File: config.mk
export PLATFORM = sky130hd
export DESIGN_NAME = sorted_min_priority_queue
export DESIGN_NICKNAME = d
export VERILOG_FILES = /design/src/sv/smpq_pkg.sv /design/src/sv/smpq_cell.sv /design/src/sv/sorted_min_priority_queue.sv
export SDC_FILE = /design/constraint.sdc
export NUM_CORES = 2
export LEC_CHECK = 0
export BUFFER_PORTS_ARGS = -buffer_cell sky130_fd_sc_hd__buf_2
export CAP_MARGIN = 20
export CORE_MARGIN = 3
export CORE_UTILIZATION = 49
export DETAILED_ROUTE_END_ITERATION = 10
export PLACE_DENSITY = 0.67
export SLEW_MARGIN = 20
export SYNTH_ARGS = -nofsm -noshare
export SYNTH_HDL_FRONTEND = slang
export SYNTH_HIERARCHICAL = 1
export SYNTH_SLANG_ARGS = --single-unit
File: constraint.sdc
create_clock -name clk_i -period 7.3 [get_ports clk_i]
set_input_delay 2.19 -clock clk_i [delete_from_list [all_inputs] [get_ports clk_i]]
set_output_delay 2.19 -clock clk_i [all_outputs]
set_load 0.02 [all_outputs]
File: src/sv/smpq_pkg.sv
// Shared types and codes for the sorted min-first priority queue.
`default_nettype none
package smpq_pkg;

  localparam logic       OP_ENQ = 1'b0;
  localparam logic       OP_DEQ = 1'b1;

  localparam logic [1:0] ST_OK    = 2'd0;
  localparam logic [1:0] ST_EMPTY = 2'd1;
  localparam logic [1:0] ST_FULL  = 2'd2;

  typedef struct packed {
    logic enq;
    logic deq;
  } cmd_t;

endpackage
`default_nettype wire

File: src/sv/smpq_cell.sv
// One compare-and-shift cell of the sorted queue row.
`default_nettype none
module smpq_cell import smpq_pkg::*; #(
  parameter int DATA_WIDTH = 32
) (
  input  wire logic                  clk_i,
  input  wire logic                  rst_ni,
  input  wire cmd_t                  cmd_i,
  input  wire logic [DATA_WIDTH-1:0] new_val_i,
  input  wire logic                  left_ins_i,
  input  wire logic [DATA_WIDTH-1:0] left_val_i,
  input  wire logic                  left_valid_i,
  input  wire logic [DATA_WIDTH-1:0] right_val_i,
  input  wire logic                  right_valid_i,
  output      logic                  ins_o,
  output      logic [DATA_WIDTH-1:0] val_o,
  output      logic                  valid_o
);

  logic [DATA_WIDTH-1:0] val_q, val_d;
  logic                  valid_q, valid_d;

  // new item goes ahead of the first held value that is not smaller
  assign ins_o = !valid_q || !($signed(val_q) < $signed(new_val_i));

  always_comb begin
    val_d   = val_q;
    valid_d = valid_q;
    if (cmd_i.enq && ins_o) begin
      if (left_ins_i) begin
        val_d   = left_val_i;
        valid_d = left_valid_i;
      end else begin
        val_d   = new_val_i;
        valid_d = 1'b1;
      end
    end else if (cmd_i.deq) begin
      val_d   = right_val_i;
      valid_d = right_valid_i;
    end
  end

  always_ff @(posedge clk_i or negedge rst_ni) begin
    if (!rst_ni) begin
      valid_q <= 1'b0;
    end else begin
      valid_q <= valid_d;
    end
  end

  always_ff @(posedge clk_i) begin
    val_q <= val_d;
  end

  assign val_o   = val_q;
  assign valid_o = valid_q;

endmodule
`default_nettype wire

File: src/sv/sorted_min_priority_queue.sv
// Sorted min-first priority queue: top level with the row of cells.
//
// One item (enqueue or dequeue) is accepted in every cycle; busy_o stays low.
// Every item yields one result, shown with done_o in the cycle after the item
// is taken. Each compare-and-shift cell of the row compares against the
// broadcast value and shifts. Enqueue on a full queue is dropped and flagged;
// dequeue on an empty queue returns 0 and is flagged.
`default_nettype none
module sorted_min_priority_queue import smpq_pkg::*; #(
  parameter int DEPTH      = 16,
  parameter int DATA_WIDTH = 32
) (
  input  wire logic        clk_i,
  input  wire logic        rst_ni,
  input  wire logic        start_i,
  output      logic        busy_o,
  input  wire logic        opcode_i,
  input  wire logic [31:0] value_i,
  output      logic        done_o,
  output      logic [31:0] out_value_o,
  output      logic [4:0]  count_o,
  output      logic [1:0]  status_o
);

  localparam int OccW = $clog2(DEPTH + 1);

  logic                  accept;
  logic [OccW-1:0]       occ_q, occ_d;
  logic                  full, empty;
  cmd_t                  cmd;
  logic [DATA_WIDTH+31:0] val_ext;
  logic [DATA_WIDTH-1:0] new_val;

  logic [DEPTH-1:0]      ins;
  logic [DEPTH-1:0]      valid;
  logic [DATA_WIDTH-1:0] vals [DEPTH];

  logic                  done_q;
  logic [31:0]           out_value_q, out_value_d;
  logic [1:0]            status_q, status_d;
  logic [DATA_WIDTH+31:0] res_ext;
  logic [OccW+4:0]       occ_ext;

  assign busy_o  = 1'b0;
  assign accept  = start_i && !busy_o;
  assign full    = (occ_q == OccW'(DEPTH));
  assign empty   = (occ_q == '0);
  assign val_ext = {{DATA_WIDTH{value_i[31]}}, value_i};
  assign new_val = val_ext[DATA_WIDTH-1:0];

  assign cmd.enq = accept && (opcode_i == OP_ENQ) && !full;
  assign cmd.deq = accept && (opcode_i == OP_DEQ) && !empty;

  for (genvar i = 0; i < DEPTH; i++) begin : g_cell
    logic                  l_ins;
    logic [DATA_WIDTH-1:0] l_val;
    logic                  l_valid;
    logic [DATA_WIDTH-1:0] r_val;
    logic                  r_valid;
    if (i == 0) begin : g_first
      assign l_ins   = 1'b0;
      assign l_val   = new_val;
      assign l_valid = 1'b0;
    end else begin : g_mid
      assign l_ins   = ins[i-1];
      assign l_val   = vals[i-1];
      assign l_valid = valid[i-1];
    end
    if (i == DEPTH - 1) begin : g_last
      assign r_val   = new_val;
      assign r_valid = 1'b0;
    end else begin : g_inner
      assign r_val   = vals[i+1];
      assign r_valid = valid[i+1];
    end
    smpq_cell #(
      .DATA_WIDTH(DATA_WIDTH)
    ) u_cell (
      .clk_i        (clk_i),
      .rst_ni       (rst_ni),
      .cmd_i        (cmd),
      .new_val_i    (new_val),
      .left_ins_i   (l_ins),
      .left_val_i   (l_val),
      .left_valid_i (l_valid),
      .right_val_i  (r_val),
      .right_valid_i(r_valid),
      .ins_o        (ins[i]),
      .val_o        (vals[i]),
      .valid_o      (valid[i])
    );
  end

  assign res_ext = {32'b0, vals[0]};

  always_comb begin
    occ_d       = occ_q;
    out_value_d = '0;
    status_d    = ST_OK;
    if (accept) begin
      if (opcode_i == OP_ENQ) begin
        if (full) status_d = ST_FULL;
        else      occ_d    = occ_q + OccW'(1);
      end else begin
        if (empty) begin
          status_d = ST_EMPTY;
        end else begin
          occ_d       = occ_q - OccW'(1);
          out_value_d = res_ext[31:0];
        end
      end
    end
  end

  always_ff @(posedge clk_i or negedge rst_ni) begin
    if (!rst_ni) begin
      occ_q  <= '0;
      done_q <= 1'b0;
    end else begin
      occ_q  <= occ_d;
      done_q <= accept;
    end
  end

  always_ff @(posedge clk_i) begin
    out_value_q <= out_value_d;
    status_q    <= status_d;
  end

  assign occ_ext     = {5'b0, occ_q};
  assign done_o      = done_q;
  assign out_value_o = out_value_q;
  assign count_o     = occ_ext[4:0];
  assign status_o    = status_q;

`ifndef ASSERT_OFF
  a_occ_matches_cells: assert property (@(posedge clk_i) disable iff (!rst_ni)
    $countones(valid) == int'(occ_q))
    else $error("occupancy does not match held cells");

  a_cells_packed: assert property (@(posedge clk_i) disable iff (!rst_ni)
    (valid & ~(valid >> 1)) == (valid ^ (valid >> 1)) && ((valid + 1'b1) & valid) == '0)
    else $error("held cells not packed from the head");

  a_one_result_per_item: assert property (@(posedge clk_i) disable iff (!rst_ni)
    accept |=> done_o)
    else $error("item gave no result");

  a_empty_flag_count: assert property (@(posedge clk_i) disable iff (!rst_ni)
    (done_o && status_o == ST_EMPTY) |-> (occ_q == '0 && out_value_o == '0))
    else $error("empty dequeue with stored items");
`endif

endmodule
`default_nettype wire
==> flow_summary.toml <==
[flow_run]
maxCapViolCount = 0

[critical_path]
cp-start-kind = "input pin"
cp_data_required_time_ns = 7.74
slowest_stage = "o31ai_1"
end_kind = "flip-flop"
cp_slowest_stage_delay_ns = 0.68
arrival_ns = 5.87
path_cells = "buf_2, inv_1, ha_1, o21a_1, nor2_1, o31ai_1, a211oi_2, mux2i_4, buf_4, buf_4, a21oi_1, a31oi_1"
critPathMaxFanout = 63
crit_top_cell = "buf_4"
critPathKind = "input pin to flip-flop"

[clock_tree]
cts_made_buffers = 68
h-tree-depth = 3
max-clock-path-buffers = 3
post_cts_buffers = 0
clock_latency_ns = 0.62
ctsHoldBuffers = 0
cts_tree = "done"
cts_resized = 0
cts_sinks = 568
clk_pin_slew_ns = 0.06
clockRootBuffer = "clkbuf_16"

[global_route]
grt_max_degree = 200
antenna_found_initial = 9
grt_first_pass_wirelength_um = 181000
grt_pass1_vias = 32500
grt.total_usage_pct = 24.4
overflow = 0

[route]
via_per_inst = 6.14
wl_per_cell_um = 20.9
vias = 33700
first_iter_violations = 2779
drt_first_pass_iters = 5
drcViolationCount = 0
finalWirelength_um = 115000
ant_nets = 0

[synth]
yosys.area.top_type = "edfxtp_1"
synth.cell_area_um2 = 43200
netlist.area_leader.share_pct = 35.6
synth_edf_count = 512
yosysWarnings = 6
synth_cell_types = 41
async_flop_share_pct = 3.87
syn_area_per_cell_um2 = 9.97
ys.flop_type = "edfxtp_1"
synth_cells = 4334
seq_area_frac_synth_pct = 38.4
ys_ff_latch = 568
synth.area.top_cells = "edfxtp_1, ha_1, mux2i_1, a21oi_1, a31oi_1"

[sta]
fin_skew_ns = 0.0334
setup_viol = 0
relSlewSlack_pct = 28.3
hold_slack_ns = 0.547
setup_ws_ns = 1.87
tightestPinTransition_ns = 1.08
rsz0062_at_grt = "no"
max_freq_ghz = 0.184
min_period_ns = 5.43
timing.final.crit_share_pct = 74.4
hold_violations = 0
slew_viol_final = 0
tns_ns = 0

[power]
leakagePower_nw = 21.8
swShare_pct = 39.1
power.switching_mw = 6.02
ir_drop_mv = 0.224
sequentialPowerShare_pct = 35.9
power_density_nw_per_um2 = 328
power_frac_comb_pct = 40.7
clock_power_share_pct = 23.4
p_int_mw = 9.40

[placed_design]
place.gp.congestion = 0.834
numPortBuffers = 75
placed_area_um2 = 44600
dp_slack_ns = 1.30
dp_hpwl_um = 81600

[die]
dieHeight_um = 303
ios = 77
fp.dieW_um = 303
core_area_um2 = 87200
initial_core_util_pct = 49.6
dieArea_um2 = 91800
row_count = 108

[layout]
drive_gt1_share_pct = 8.02
fin_nets = 4821
area_delta_synth_final_pct = 8.70
design_area_um2 = 47000

[run_status]
status = "finished clean"

[hold_path]
min_path_type = "flip-flop to flip-flop"
## flip-flops by register name, summed over array words and instances, names as in the netlist
signal / cells
out_value_o: 32
done_o: 1
g_cell.u_cell/val_o: 512
g_cell.u_cell/valid_o: 16
count_o: 5
status_o: 2
## layer usage
layer  wire, um  vias up  track usage, %
li1           -    16300               -
met1      52800    16400            35.1
met2      52000      915            38.6
met3       8540      114            4.29
met4       1740        6            5.24
met5         34        -               0
## layout make-up
class / instances / area [um2]
inverters: 497 / 1870
fillers: 7678 / 40200
multi-input cells: 2980 / 23400
flip-flops and latches: 568 / 16600
repair buffers: 170 / 1320
diodes: 3 / 7.51
clock buffers: 92 / 1870
well taps: 1155 / 1450
clock inverters: 33 / 455
## worst max-delay path: cells and delay by family
kind	cells	cell delay [ns]
compound gates	5	1.31
fa+ha+maj	1	0.31
buf+inv	4	1.79
mux	1	0.20
simple gates	1	0.04
## logic make-up (layout without fill, tap and decap cells)
family | Yosys count | in the layout | share of synthesized area [%]
AOI/OAI and AO/OA | 1449 | 1449 | 19.8
buffers and inverters | 789 | 792 | 7.98
DFF | 568 | 568 | 38.4
muxes | 564 | 564 | 13.1
adders and majority gates | 500 | 500 | 14.5
and+or+nand+nor | 459 | 459 | 6.09
xor gates and xnor gates | 4 | 4 | 0.0811
other | 1 | 7 | 0.00868
## cell usage after synthesis (33+ instances only)
master	n
nand2b_1	33
nand3_1	49
a21oi_1	724
o21ai_0	33
buf_4	33
ha_1	499
o21a_1	64
and4_1	80
a31oi_1	512
edfxtp_1	512
dfxtp_1	34
buf_6	48
mux2i_1	560
clkbuf_1	211
inv_1	497
nor2b_1	33
nand2_1	147
a21o_1	33
## cells in the final DEF (no fill, tap or decap), types with 10 or more instances in the layout
cell / netlist / final
a21oi_1: 724 / 722
mux2i_1: 560 / 544
a31oi_1: 512 / 512
edfxtp_1: 512 / 512
ha_1: 499 / 499
inv_1: 497 / 497
nand2_1: 147 / 147
and4_1: 80 / 80
buf_4: 33 / 76
buf_2: 0 / 75
clkbuf_16: 0 / 68
o21a_1: 64 / 64
nand3_1: 49 / 49
dfxtp_1: 34 / 34
nand2b_1: 33 / 33
nor2b_1: 33 / 33
a21o_1: 33 / 33
o21ai_0: 33 / 33
and2_1: 32 / 32
nand4_1: 32 / 32
nor2_1: 32 / 32
dfrtp_1: 22 / 22
buf_12: 0 / 18
clkbuf_1: 211 / 16
a221o_1: 16 / 16
nor3_2: 16 / 16
a2111oi_2: 16 / 16
o31ai_1: 16 / 16
o22ai_1: 16 / 16
a211oi_2: 16 / 16
mux2i_4: 0 / 16
clkinv_2: 0 / 10
## worst paths after layout
| path | startpoint | cells after the start | endpoint | slack [ns] |
|---|---|---|---|---|
| worst max-delay path | value_i[3] | 12 | g_cell[6].u_cell/val_o[20] | 1.87 |
| worst min-delay path | g_cell[0].u_cell/val_o[17] | 1 | out_value_o[17] | 0.55 |
| worst min register to register | g_cell[0].u_cell/val_o[17] | 1 | out_value_o[17] | 0.55 |
| max in group asynchronous | rst_ni | 1 | g_cell[4].u_cell/valid_o | 5.13 |
| worst max register to register | g_cell[6].u_cell/val_o[7] | 9 | g_cell[6].u_cell/val_o[20] | 3.69 |
| min in group asynchronous | rst_ni | 1 | count_o[3] | 1.64 |
## stage by stage
stage	cells	util, %	power, mW
2_1_floorplan	4337	-	10.2
3_3_place_gp	5370	51.2	11.6
3_5_place_dp	5370	51.2	11.8
4_1_cts	5495	53.9	15.4
5_1_grt	5495	53.9	16.4
6_report	5498	53.9	15.4
## power groups by stage
stage	logic, mW	registers, mW	clock network (mW)
after floorplan	4.96	5.27	0
after global placement	6.02	5.60	0
after detailed placement	6.20	5.59	0
after CTS	6.23	5.54	3.68
after global routing	6.95	5.64	3.80
final	6.28	5.54	3.60
No activity file was read; power rests on OpenSTA's default activity.
